==> src/rtl/pst_pkg.sv <==
`default_nettype none
package pst_pkg;

  localparam int BEAN_SLOTS    = 2;
  localparam int HISTORY_DEPTH = 4;
  localparam int MS_PER_SECOND = 1000;

  localparam int TGT_W      = 7;
  localparam int BEAN_W     = 3;
  localparam int SHOWN_W    = 11;
  localparam int ELAPSED_W  = 20;
  localparam int RELEASE_W  = 16;
  localparam int HOLDOFF_W  = 16;
  localparam int MIN_W      = 7;
  localparam int CFG_DATA_W = 16;
  localparam int CFG_IDX_W  = 1;
  localparam int HIST_PORTS = 4;

  localparam int BEAN_IDX_W = (BEAN_SLOTS > 1) ? $clog2(BEAN_SLOTS) : 1;
  localparam int MS_W       = $clog2(MS_PER_SECOND);
  localparam int FRAC_W     = (MS_W > 0) ? MS_W : 1;

  // exact floor division by MS_PER_SECOND for any ELAPSED_W-bit value
  localparam int DIV_SHIFT = ELAPSED_W + MS_W;
  localparam int RECIP_W   = ELAPSED_W + 1;
  localparam int PROD_W    = ELAPSED_W + RECIP_W;
  localparam logic [RECIP_W-1:0] RECIP =
    RECIP_W'(((64'd1 << DIV_SHIFT) + 64'(MS_PER_SECOND) - 64'd1) / 64'(MS_PER_SECOND));

  localparam logic [FRAC_W-1:0]    MS_LAST        = FRAC_W'(MS_PER_SECOND - 1);
  localparam logic [ELAPSED_W-1:0] ELAPSED_MAX    = {ELAPSED_W{1'b1}};
  localparam logic [RELEASE_W-1:0] RELEASE_MAX    = {RELEASE_W{1'b1}};
  localparam logic [SHOWN_W-1:0]   SHOWN_MAX      = {SHOWN_W{1'b1}};
  localparam logic [HOLDOFF_W-1:0] HOLDOFF_RESET  = 16'd1000;
  localparam logic [MIN_W-1:0]     MIN_SHOT_RESET = 7'd10;
  localparam logic [TGT_W-1:0]     TARGET_RESET   = 7'd30;
  localparam logic [TGT_W-1:0]     TARGET_MAX     = 7'd99;
  localparam logic [TGT_W-1:0]     HIST_CLAMP     = 7'd99;

  typedef enum logic [CFG_IDX_W-1:0] {
    REG_HOLDOFF  = 1'b0,
    REG_MIN_SHOT = 1'b1
  } cfg_reg_t;

  typedef logic [TGT_W-1:0] hist_entry_t;

  typedef struct packed {
    logic              push;
    logic [BEAN_W-1:0] sel;
    hist_entry_t       secs;
  } hist_ctl_t;

  typedef struct packed {
    logic [TGT_W-1:0]   target_seconds;
    logic [BEAN_W-1:0]  bean_index;
    logic [SHOWN_W-1:0] shown_seconds;
    logic               counting;
    logic               shot_recorded;
  } status_t;

  typedef struct packed {
    status_t     status;
    hist_entry_t hist_newest;
    hist_entry_t hist_second;
    hist_entry_t hist_third;
    hist_entry_t hist_oldest;
  } result_t;

endpackage
`default_nettype wire

==> src/rtl/pst_core.sv <==
`default_nettype none
module pst_core (
  input  wire logic                             clk,
  input  wire logic                             rst,
  input  wire logic                             fire,
  input  wire logic                             pump_on,
  input  wire logic                             up_push,
  input  wire logic                             down_push,
  input  wire logic                             bean_push,
  input  wire logic                             cfg_write,
  input  wire logic [pst_pkg::CFG_IDX_W-1:0]    cfg_index,
  input  wire logic [pst_pkg::CFG_DATA_W-1:0]   cfg_data,
  output pst_pkg::status_t                      status,
  output pst_pkg::hist_ctl_t                    hist_ctl
);
  import pst_pkg::*;

  logic [HOLDOFF_W-1:0] release_holdoff_ms;
  logic [MIN_W-1:0]     min_shot_seconds;

  logic [ELAPSED_W-1:0] elapsed_ms, elapsed_ms_next, e1;
  logic [RELEASE_W-1:0] release_ms, release_ms_next, r1;
  logic [FRAC_W-1:0]    frac_ms, frac_ms_next, frac1;
  logic [SHOWN_W-1:0]   whole_secs, whole_secs_next, secs1;
  logic                 is_counting, is_counting_next;
  logic [TGT_W-1:0]     target_time, target_time_next, t1;
  logic [BEAN_W-1:0]    bean_sel, bean_sel_next;
  logic [SHOWN_W-1:0]   shown_secs, shown_secs_next;

  logic [BEAN_W:0]      bean_inc;
  logic                 ending, record;
  logic [ELAPSED_W-1:0] net_ms, quot;
  logic [PROD_W-1:0]    prod;

  // configuration writes
  always_ff @(posedge clk) begin
    if (rst) begin
      release_holdoff_ms <= HOLDOFF_RESET;
      min_shot_seconds   <= MIN_SHOT_RESET;
    end else if (cfg_write) begin
      case (cfg_reg_t'(cfg_index))
        REG_HOLDOFF:  release_holdoff_ms <= cfg_data[HOLDOFF_W-1:0];
        REG_MIN_SHOT: min_shot_seconds   <= cfg_data[MIN_W-1:0];
        default: ;
      endcase
    end
  end

  always_comb begin
    // one millisecond passes
    e1    = (elapsed_ms != ELAPSED_MAX) ? elapsed_ms + 1'b1 : elapsed_ms;
    r1    = (release_ms != RELEASE_MAX) ? release_ms + 1'b1 : release_ms;
    frac1 = frac_ms;
    secs1 = whole_secs;
    // whole seconds of elapsed_ms kept incrementally
    if (elapsed_ms != ELAPSED_MAX) begin
      if (frac_ms == MS_LAST) begin
        frac1 = '0;
        secs1 = (whole_secs == SHOWN_MAX) ? whole_secs : whole_secs + 1'b1;
      end else begin
        frac1 = frac_ms + 1'b1;
      end
    end

    bean_inc      = {1'b0, bean_sel} + 1'b1;
    bean_sel_next = bean_sel;
    if (bean_push) begin
      bean_sel_next = (bean_inc < (BEAN_W+1)'(BEAN_SLOTS)) ? bean_inc[BEAN_W-1:0] : '0;
    end

    t1 = (up_push && target_time < TARGET_MAX) ? target_time + 1'b1 : target_time;
    target_time_next = (down_push && t1 != '0) ? t1 - 1'b1 : t1;

    // shot length with the off time taken out
    net_ms = (e1 > ELAPSED_W'(r1)) ? e1 - ELAPSED_W'(r1) : '0;
    prod   = PROD_W'(net_ms) * PROD_W'(RECIP);
    quot   = ELAPSED_W'(prod >> DIV_SHIFT);

    elapsed_ms_next  = e1;
    release_ms_next  = r1;
    frac_ms_next     = frac1;
    whole_secs_next  = secs1;
    is_counting_next = is_counting;
    ending           = 1'b0;
    if (pump_on) begin
      release_ms_next = '0;
      if (!is_counting) begin
        elapsed_ms_next  = '0;
        frac_ms_next     = '0;
        whole_secs_next  = '0;
        is_counting_next = 1'b1;
      end
    end else if (is_counting && r1 > release_holdoff_ms) begin
      ending           = 1'b1;
      is_counting_next = 1'b0;
    end
    record = ending && (quot >= ELAPSED_W'(min_shot_seconds));

    shown_secs_next = is_counting_next ? whole_secs_next : shown_secs;
  end

  always_ff @(posedge clk) begin
    if (rst) begin
      elapsed_ms  <= '0;
      release_ms  <= '0;
      frac_ms     <= '0;
      whole_secs  <= '0;
      is_counting <= 1'b0;
      target_time <= TARGET_RESET;
      bean_sel    <= '0;
      shown_secs  <= '0;
    end else if (fire) begin
      elapsed_ms  <= elapsed_ms_next;
      release_ms  <= release_ms_next;
      frac_ms     <= frac_ms_next;
      whole_secs  <= whole_secs_next;
      is_counting <= is_counting_next;
      target_time <= target_time_next;
      bean_sel    <= bean_sel_next;
      shown_secs  <= shown_secs_next;
    end
  end

  assign status.target_seconds = target_time_next;
  assign status.bean_index     = bean_sel_next;
  assign status.shown_seconds  = shown_secs_next;
  assign status.counting       = is_counting_next;
  assign status.shot_recorded  = record;

  assign hist_ctl.push = fire && record;
  assign hist_ctl.sel  = bean_sel_next;
  assign hist_ctl.secs = (quot > ELAPSED_W'(HIST_CLAMP)) ? HIST_CLAMP : quot[TGT_W-1:0];

endmodule
`default_nettype wire

==> src/rtl/pst_hist.sv <==
`default_nettype none
module pst_hist (
  input  wire logic          clk,
  input  wire logic          rst,
  input  wire pst_pkg::hist_ctl_t ctl,
  output pst_pkg::hist_entry_t hist_newest,
  output pst_pkg::hist_entry_t hist_second,
  output pst_pkg::hist_entry_t hist_third,
  output pst_pkg::hist_entry_t hist_oldest
);
  import pst_pkg::*;

  hist_entry_t             rows [BEAN_SLOTS][HISTORY_DEPTH];
  hist_entry_t             row_cur  [HISTORY_DEPTH];
  hist_entry_t             row_next [HISTORY_DEPTH];
  hist_entry_t             tap [HIST_PORTS];
  logic [BEAN_IDX_W-1:0]   idx;

  assign idx = ctl.sel[BEAN_IDX_W-1:0];

  // selected row as it reads after this transfer, newest first
  always_comb begin
    row_cur     = rows[idx];
    row_next[0] = ctl.push ? ctl.secs : row_cur[0];
    for (int i = 1; i < HISTORY_DEPTH; i++) begin
      row_next[i] = ctl.push ? row_cur[i-1] : row_cur[i];
    end
  end

  always_ff @(posedge clk) begin
    if (rst) begin
      for (int b = 0; b < BEAN_SLOTS; b++) begin
        for (int i = 0; i < HISTORY_DEPTH; i++) begin
          rows[b][i] <= '0;
        end
      end
    end else if (ctl.push) begin
      rows[idx] <= row_next;
    end
  end

  // positions past the history depth read as empty
  for (genvar k = 0; k < HIST_PORTS; k++) begin : g_tap
    if (k < HISTORY_DEPTH) begin : g_live
      assign tap[k] = row_next[k];
    end else begin : g_empty
      assign tap[k] = '0;
    end
  end

  assign hist_newest = tap[0];
  assign hist_second = tap[1];
  assign hist_third  = tap[2];
  assign hist_oldest = tap[3];

endmodule
`default_nettype wire

==> src/rtl/pst_outbuf.sv <==
`default_nettype none
module pst_outbuf (
  input  wire logic        clk,
  input  wire logic        rst,
  input  wire logic        push,
  input  wire pst_pkg::result_t din,
  output logic             in_stall,
  output logic             out_valid,
  input  wire logic        out_stall,
  output pst_pkg::result_t dout
);
  import pst_pkg::*;

  result_t skid_data;
  logic    skid_valid;
  logic    pop;

  assign pop      = out_valid && !out_stall;
  assign in_stall = skid_valid;

  always_ff @(posedge clk) begin
    if (rst) begin
      out_valid  <= 1'b0;
      skid_valid <= 1'b0;
    end else begin
      if (!out_valid || pop) begin
        if (skid_valid) begin
          out_valid  <= 1'b1;
          skid_valid <= 1'b0;
        end else begin
          out_valid <= push;
        end
      end else if (push) begin
        // receiver stalled: park the new result
        skid_valid <= 1'b1;
      end
    end
  end

  always_ff @(posedge clk) begin
    if (!out_valid || pop) begin
      dout <= skid_valid ? skid_data : din;
    end
    if (out_valid && !pop && push) begin
      skid_data <= din;
    end
  end

endmodule
`default_nettype wire

==> src/rtl/pump_shot_timer_with_history.sv <==
// Shot timer for a pump switch, fed one item per millisecond tick.
// Input channel (in_valid/in_stall): pump_on level plus one-shot up, down
// and bean-select pushes. Output channel (out_valid/out_stall): target,
// selected bean, shown seconds, counting flag, shot_recorded and the four
// newest history entries of the selected bean.
// Configuration: cfg_write with cfg_index 0 sets the release hold-off in ms,
// index 1 the minimum recorded shot length in seconds; write only while idle.
// The result of an item is registered in the result register, or in the skid
// while that register waits. Throughput: one item per cycle while in_stall is
// low; all state updates are done in the accepting cycle, the path set by the
// one reciprocal multiply that turns the net shot time into seconds.
// A two-entry output buffer (result register plus skid) lets a new item in
// while a result waits; when the receiver stalls, one more item is taken and
// then in_stall rises until the receiver takes the waiting result.
// Reset (rst, synchronous): hold-off 1000 ms, minimum 10 s, target 30 s,
// bean 0, timers and the whole history cleared, output buffer empty.
`default_nettype none
module pump_shot_timer_with_history (
  input  wire logic                            clk,
  input  wire logic                            rst,
  input  wire logic                            in_valid,
  output logic                                 in_stall,
  input  wire logic                            pump_on,
  input  wire logic                            up_push,
  input  wire logic                            down_push,
  input  wire logic                            bean_push,
  output logic                                 out_valid,
  input  wire logic                            out_stall,
  output logic [pst_pkg::TGT_W-1:0]            target_seconds,
  output logic [pst_pkg::BEAN_W-1:0]           bean_index,
  output logic [pst_pkg::SHOWN_W-1:0]          shown_seconds,
  output logic                                 counting,
  output logic                                 shot_recorded,
  output logic [pst_pkg::TGT_W-1:0]            hist_newest,
  output logic [pst_pkg::TGT_W-1:0]            hist_second,
  output logic [pst_pkg::TGT_W-1:0]            hist_third,
  output logic [pst_pkg::TGT_W-1:0]            hist_oldest,
  input  wire logic                            cfg_write,
  input  wire logic [pst_pkg::CFG_IDX_W-1:0]   cfg_index,
  input  wire logic [pst_pkg::CFG_DATA_W-1:0]  cfg_data
);
  import pst_pkg::*;

  logic      fire;
  status_t   status;
  hist_ctl_t hist_ctl;
  result_t   result, out_data;

  assign fire = in_valid && !in_stall;

  pst_core u_core (
    .clk       (clk),
    .rst       (rst),
    .fire      (fire),
    .pump_on   (pump_on),
    .up_push   (up_push),
    .down_push (down_push),
    .bean_push (bean_push),
    .cfg_write (cfg_write),
    .cfg_index (cfg_index),
    .cfg_data  (cfg_data),
    .status    (status),
    .hist_ctl  (hist_ctl)
  );

  pst_hist u_hist (
    .clk         (clk),
    .rst         (rst),
    .ctl         (hist_ctl),
    .hist_newest (result.hist_newest),
    .hist_second (result.hist_second),
    .hist_third  (result.hist_third),
    .hist_oldest (result.hist_oldest)
  );

  assign result.status = status;

  pst_outbuf u_outbuf (
    .clk       (clk),
    .rst       (rst),
    .push      (fire),
    .din       (result),
    .in_stall  (in_stall),
    .out_valid (out_valid),
    .out_stall (out_stall),
    .dout      (out_data)
  );

  assign target_seconds = out_data.status.target_seconds;
  assign bean_index     = out_data.status.bean_index;
  assign shown_seconds  = out_data.status.shown_seconds;
  assign counting       = out_data.status.counting;
  assign shot_recorded  = out_data.status.shot_recorded;
  assign hist_newest    = out_data.hist_newest;
  assign hist_second    = out_data.hist_second;
  assign hist_third     = out_data.hist_third;
  assign hist_oldest    = out_data.hist_oldest;

  // backpressure only ever comes with a result already waiting
  a_stall_has_result: assert property (@(posedge clk) disable iff (rst)
    in_stall |-> out_valid)
    else $error("in_stall without a pending result");

  // after every transfer in, a result is pending on the next cycle
  a_result_follows: assert property (@(posedge clk) disable iff (rst)
    fire |=> out_valid)
    else $error("accepted item produced no result");

  // a recorded shot has just ended
  a_record_ends_shot: assert property (@(posedge clk) disable iff (rst)
    (out_valid && shot_recorded) |-> !counting)
    else $error("shot recorded while still counting");

  a_bean_in_range: assert property (@(posedge clk) disable iff (rst)
    out_valid |-> ({1'b0, bean_index} < (BEAN_W+1)'(BEAN_SLOTS)))
    else $error("bean index beyond slot count");

endmodule
`default_nettype wire
==> config.mk <==
export PLATFORM = sky130hd
export DESIGN_NAME = pump_shot_timer_with_history
export DESIGN_NICKNAME = d
export VERILOG_FILES = /design/src/rtl/pst_pkg.sv /design/src/rtl/pst_core.sv /design/src/rtl/pst_hist.sv /design/src/rtl/pst_outbuf.sv /design/src/rtl/pump_shot_timer_with_history.sv
export SDC_FILE = /design/constraint.sdc
export NUM_CORES = 1
export LEC_CHECK = 0
export BUFFER_PORTS_ARGS = -buffer_cell sky130_fd_sc_hd__buf_2
export CAP_MARGIN = 20
export CELL_PAD_IN_SITES_DETAIL_PLACEMENT = 1
export CELL_PAD_IN_SITES_GLOBAL_PLACEMENT = 2
export CORE_UTILIZATION = 38
export DETAILED_ROUTE_END_ITERATION = 10
export PLACE_DENSITY_LB_ADDON = 0.1
export SLEW_MARGIN = 20
export SYNTH_ARGS = -nofsm -noshare
export SYNTH_HDL_FRONTEND = slang
export SYNTH_SLANG_ARGS = --single-unit
==> constraint.sdc <==
create_clock -name clk -period 26.7 [get_ports clk]
set_input_delay 4.005 -clock clk [delete_from_list [all_inputs] [get_ports clk]]
set_output_delay 4.005 -clock clk [all_outputs]
set_load 0.1 [all_outputs]
==> impl.org <==
** Run status
- The flow ran to the end, and the final reports show no timing, DRC or antenna violations.

** Timing
- Setup violators final :: 0
- Min Hold Slack :: 0.453 ns
- Worst clock skew :: 0.0265 ns
- Setup repair after global routing left no endpoint under its margin.
- Summed over all failing endpoints, the final setup total negative slack is 0 ns.
- Based on the critical path, the design can be clocked at up to 73.4 MHz.
- Worst-margin pin slew :: 1.08 ns
- The number of failing hold endpoints at the final stage was 0.
- Post-route minimum period :: 13.63 ns
- Final period util :: 51.0%
- In this run the tightest slew margin relative to its limit is 27.8%.
- The final-report max-slew violation count came to 0.

** Hold path
- End point of the worst hold path :: u_core.shown_secs[2]
- The startpoint identified for the worst hold timing path is u_core.shown_secs[2].
- In this run the worst hold path is classified as flop to flop.
- The worst hold path was traced through 2 stages.

** Global route
- GR Util met3 :: 2.82%
- Global routing consumed, on the met2 layer, 36.1% of the routing resources.
- Across every metal layer, demand over resource in global routing totals 21.9%.
- After global routing the overflow that remains totals 0.
- Number of antenna violations at the first check in global routing :: 2
- Met1 Use GR :: 30.2%
- Maximum number of pins on one net before global-route repair :: 76
- The number of global-route vias before repair is 15000.
- The first global-routing pass estimated 86600 um of wire.
- Most congested layer reported by global routing :: met2

** Clock tree
- CTS built an H-tree with a depth of 2.
- Inserted Clock Buffers :: 34
- Clock Tree Root :: clkbuf_16
- The clock reaches the later pin of the worst-skew pair after 0.54 ns.
- Clock tree from TritonCTS :: built
- Number of buffers inserted for hold repair after clock tree synthesis :: 0
- Sink count of the clock tree :: 262
- CTS clock-pin slew for the worst setup and hold paths :: 0.06 ns
- Count of cells resized by post-cts repair :: 0
- The clock passes through at most 3 buffers.
- In this run the post-CTS setup repair buffer count came out at 0.

** Power
- Maximum ir drop on the vdd rail :: 44.1 uV
- For this design the ratio of total power to cell area is 67.5 nW/um^2.
- Static power due to leakage :: 0.00986 uW
- Power consumption :: 1440 uW

** Drt
- For this block, the via count after detailed routing is 14500.
- Using the TritonRoute via totals, the vias-per-cell ratio works out to 5.31.
- In this run, the number of DRC markers left after iteration 0 of detailed routing was 613.
- The detail route stage leaves a number of antenna-violating nets equal to 0.
- Detailed-router iteration count before antenna repair :: 5
- Final routed DRC violation total :: 0
- After detailed routing, the average wire length per cell comes to 20.2 um.
- Final wirelength :: 55000 um

** Setup path
- Required time of the worst setup path :: 26.99 ns
- Among all stages on the critical path, the largest delay is contributed by buf_4.
- The worst setup path is launched from a flop.
- The worst setup path is of the flop to flop kind.
- Largest stage delay on the critical path :: 0.73 ns
- STA classifies the critical path endpoint as a flop.
- The cell that appears most often on the critical path is ha_1.
- The endpoint identified for the worst register-to-register timing path is u_outbuf.dout[17].
- CP delay by family, top :: simple AND/OR/NAND/NOR gates
- Together, buffers and inverters on the worst path number 6.
- Minimum setup slack among reg-to-reg paths :: 13.07 ns
- Worst R2R Start :: u_core.elapsed_ms[0]
- Critical Path Fanout Max :: 71
- Tracing the worst setup path back leads to its startpoint at u_core.elapsed_ms[0].
- The number of cells on the worst reg-to-reg path is 49.
- At the worst endpoint, the arrival time is 13.91 ns.

** Final layout
- Leading cell types in the layout, fill and taps excluded :: inv_1 (236), ha_1 (216), nand2_1 (174), edfxtp_1 (158), nor2_1 (138)
- Signed area change from the synthesized netlist to the final layout :: 11.2%
- Most common cell after layout, fill and taps aside :: inv_1
- Fin cells :: 2724
- Of the cells placed in the final design, the portion with a size suffix greater than 1 is 10.1%.
- For this run, the post-layout net count is 2354.
- Fillers :: 5657

** Synth
- Post-synthesis async set-or-reset flop share :: 0%
- In the synthesized netlist, the number of instances is 1969.
- For this run, the leading register cell type out of synthesis is edfxtp_1.
- Synthesis produced a netlist with a net count of 2297.
- Mapped Avg Cell Area :: 9.76 sq um
- The synthesized netlist contains 67 unique library cells.
- For this run, the number of Yosys warnings is 0.
- The synthesized design contains 262 register bits.
- In this run, synthesis inferred 158 flip-flops with an integrated enable.
- The synthesized netlist occupies a cell area of 19200 sq um.
- The share of the Yosys chip area taken by registers is 35.5%.

** Floorplan
- Die Footprint :: 51500 sq um
- The core region is 50000 sq um.
- Count of pins on the block boundary :: 79
- The floorplan has 82 rows.
- For this configuration, the core starts out at a cell density of 38.4%.
- From bottom edge to top edge, the die measures 227 um.
- From left edge to right edge, the die measures 227 um.

** Place
- The congestion estimate from routability-driven global placement came to 0.883.
- Input and output buffers added on the ports amount to 78.
- Number of instances in the placed design :: 2662
- Detailed placement ended at an HPWL of 41500 um.

** Run
- Max-capacitance violation count :: 0
-- per-layer routing --
layer	up-vias	part of all wire, %
li1	7015	-
met1	7168	48
met2	232	47
met3	56	3.4
met4	2	1.9
met5	-	0.020
-- cell usage after synthesis, drive strengths merged, types with 9 or more instances --
cell type | count | area (sq um)
inv | 237 | 890
ha | 216 | 2700
nand2 | 175 | 657
edfxtp | 158 | 4740
nor2 | 140 | 526
a21oi | 130 | 651
dfxtp | 104 | 2080
fa | 86 | 1720
mux2i | 80 | 801
o21ai | 56 | 280
clkbuf | 55 | 206
nor3 | 48 | 240
and3 | 44 | 275
mux2 | 43 | 484
nand3 | 42 | 210
xnor2 | 35 | 307
xor2 | 33 | 289
a22oi | 26 | 195
nand4 | 24 | 156
a21o | 22 | 165
nand2b | 20 | 125
and2 | 18 | 113
buf | 18 | 126
nor2b | 18 | 113
a221oi | 15 | 131
a211o | 14 | 123
a211oi | 9 | 67.6
or3 | 9 | 61.3
-- worst min-delay path: cells and delay by family (launching register included) --
family             cells  cell delay [ns]
and+or+nand+nor        1             0.05
AOI/OAI and AO/OA      1             0.05
DFF                    1             0.31
-- area by class of cell --
type	instances	area (sq um)	share of cell area, %
multi-input cells	1396	11200	52.4
flip-flops and latches	262	6830	32.0
clock buffers	47	941	4.41
inverters	238	893	4.18
well taps	672	841	3.94
repair buffers	94	513	2.40
clock inverters	14	144	0.674
diodes	1	2.50	0.0117
-- worst max path at each step --
stage | to | cells past startpoint
after floorplan | u_hist.rows[0][0] | 45
after global placement | u_outbuf.dout[16] | 49
after detailed placement | u_outbuf.dout[12] | 49
after CTS | u_outbuf.dout[17] | 49
after global routing | u_outbuf.dout[8] | 49
final | u_outbuf.dout[17] | 49
-- metrics by stage --
step	util, %	setup WS [ns]	instance area, sq um
after floorplan	-	15.37	19200
after global placement	40.5	13.21	20300
after detailed placement	40.5	12.67	20300
after CTS	42.7	12.60	21300
after global routing	42.7	12.20	21300
final	42.7	13.07	21400
-- flip-flops by register name, indices dropped and copies added (netlist names) --
name	cells
u_outbuf.in_stall	1
u_hist.rows	56
u_outbuf.out_valid	1
u_core.release_ms	16
u_core.target_time	7
u_core.is_counting	1
u_core.frac_ms	10
u_outbuf.skid_data	51
u_core.bean_sel	3
u_core.release_holdoff_ms	16
u_core.shown_secs	11
u_outbuf.dout	51
u_core.whole_secs	11
u_core.min_shot_seconds	7
u_core.elapsed_ms	20
-- cell families after synthesis --
group                    count (synthesis)  share of synthesized area [%]
AO/OA/AOI/OAI                          337                           11.2
XOR/XNOR                                68                           3.10
adder cells (fa/ha/maj)                302                           23.0
buffers and inverters                  311                           6.38
flip-flops                             262                           35.5
multiplexers                           123                           6.69
AND/OR/NAND/NOR                        566                           14.0
-- power breakdown --
group	leakage, uW	internal (uW)	total [uW]	switching, uW
Combinational	0.00689	177	537	359
Sequential	0.00244	447	457	9.82
Clock	0.000526	267	448	181
Total	0.00986	892	1440	550
Note: power is estimated with default switching activity, not from simulation.
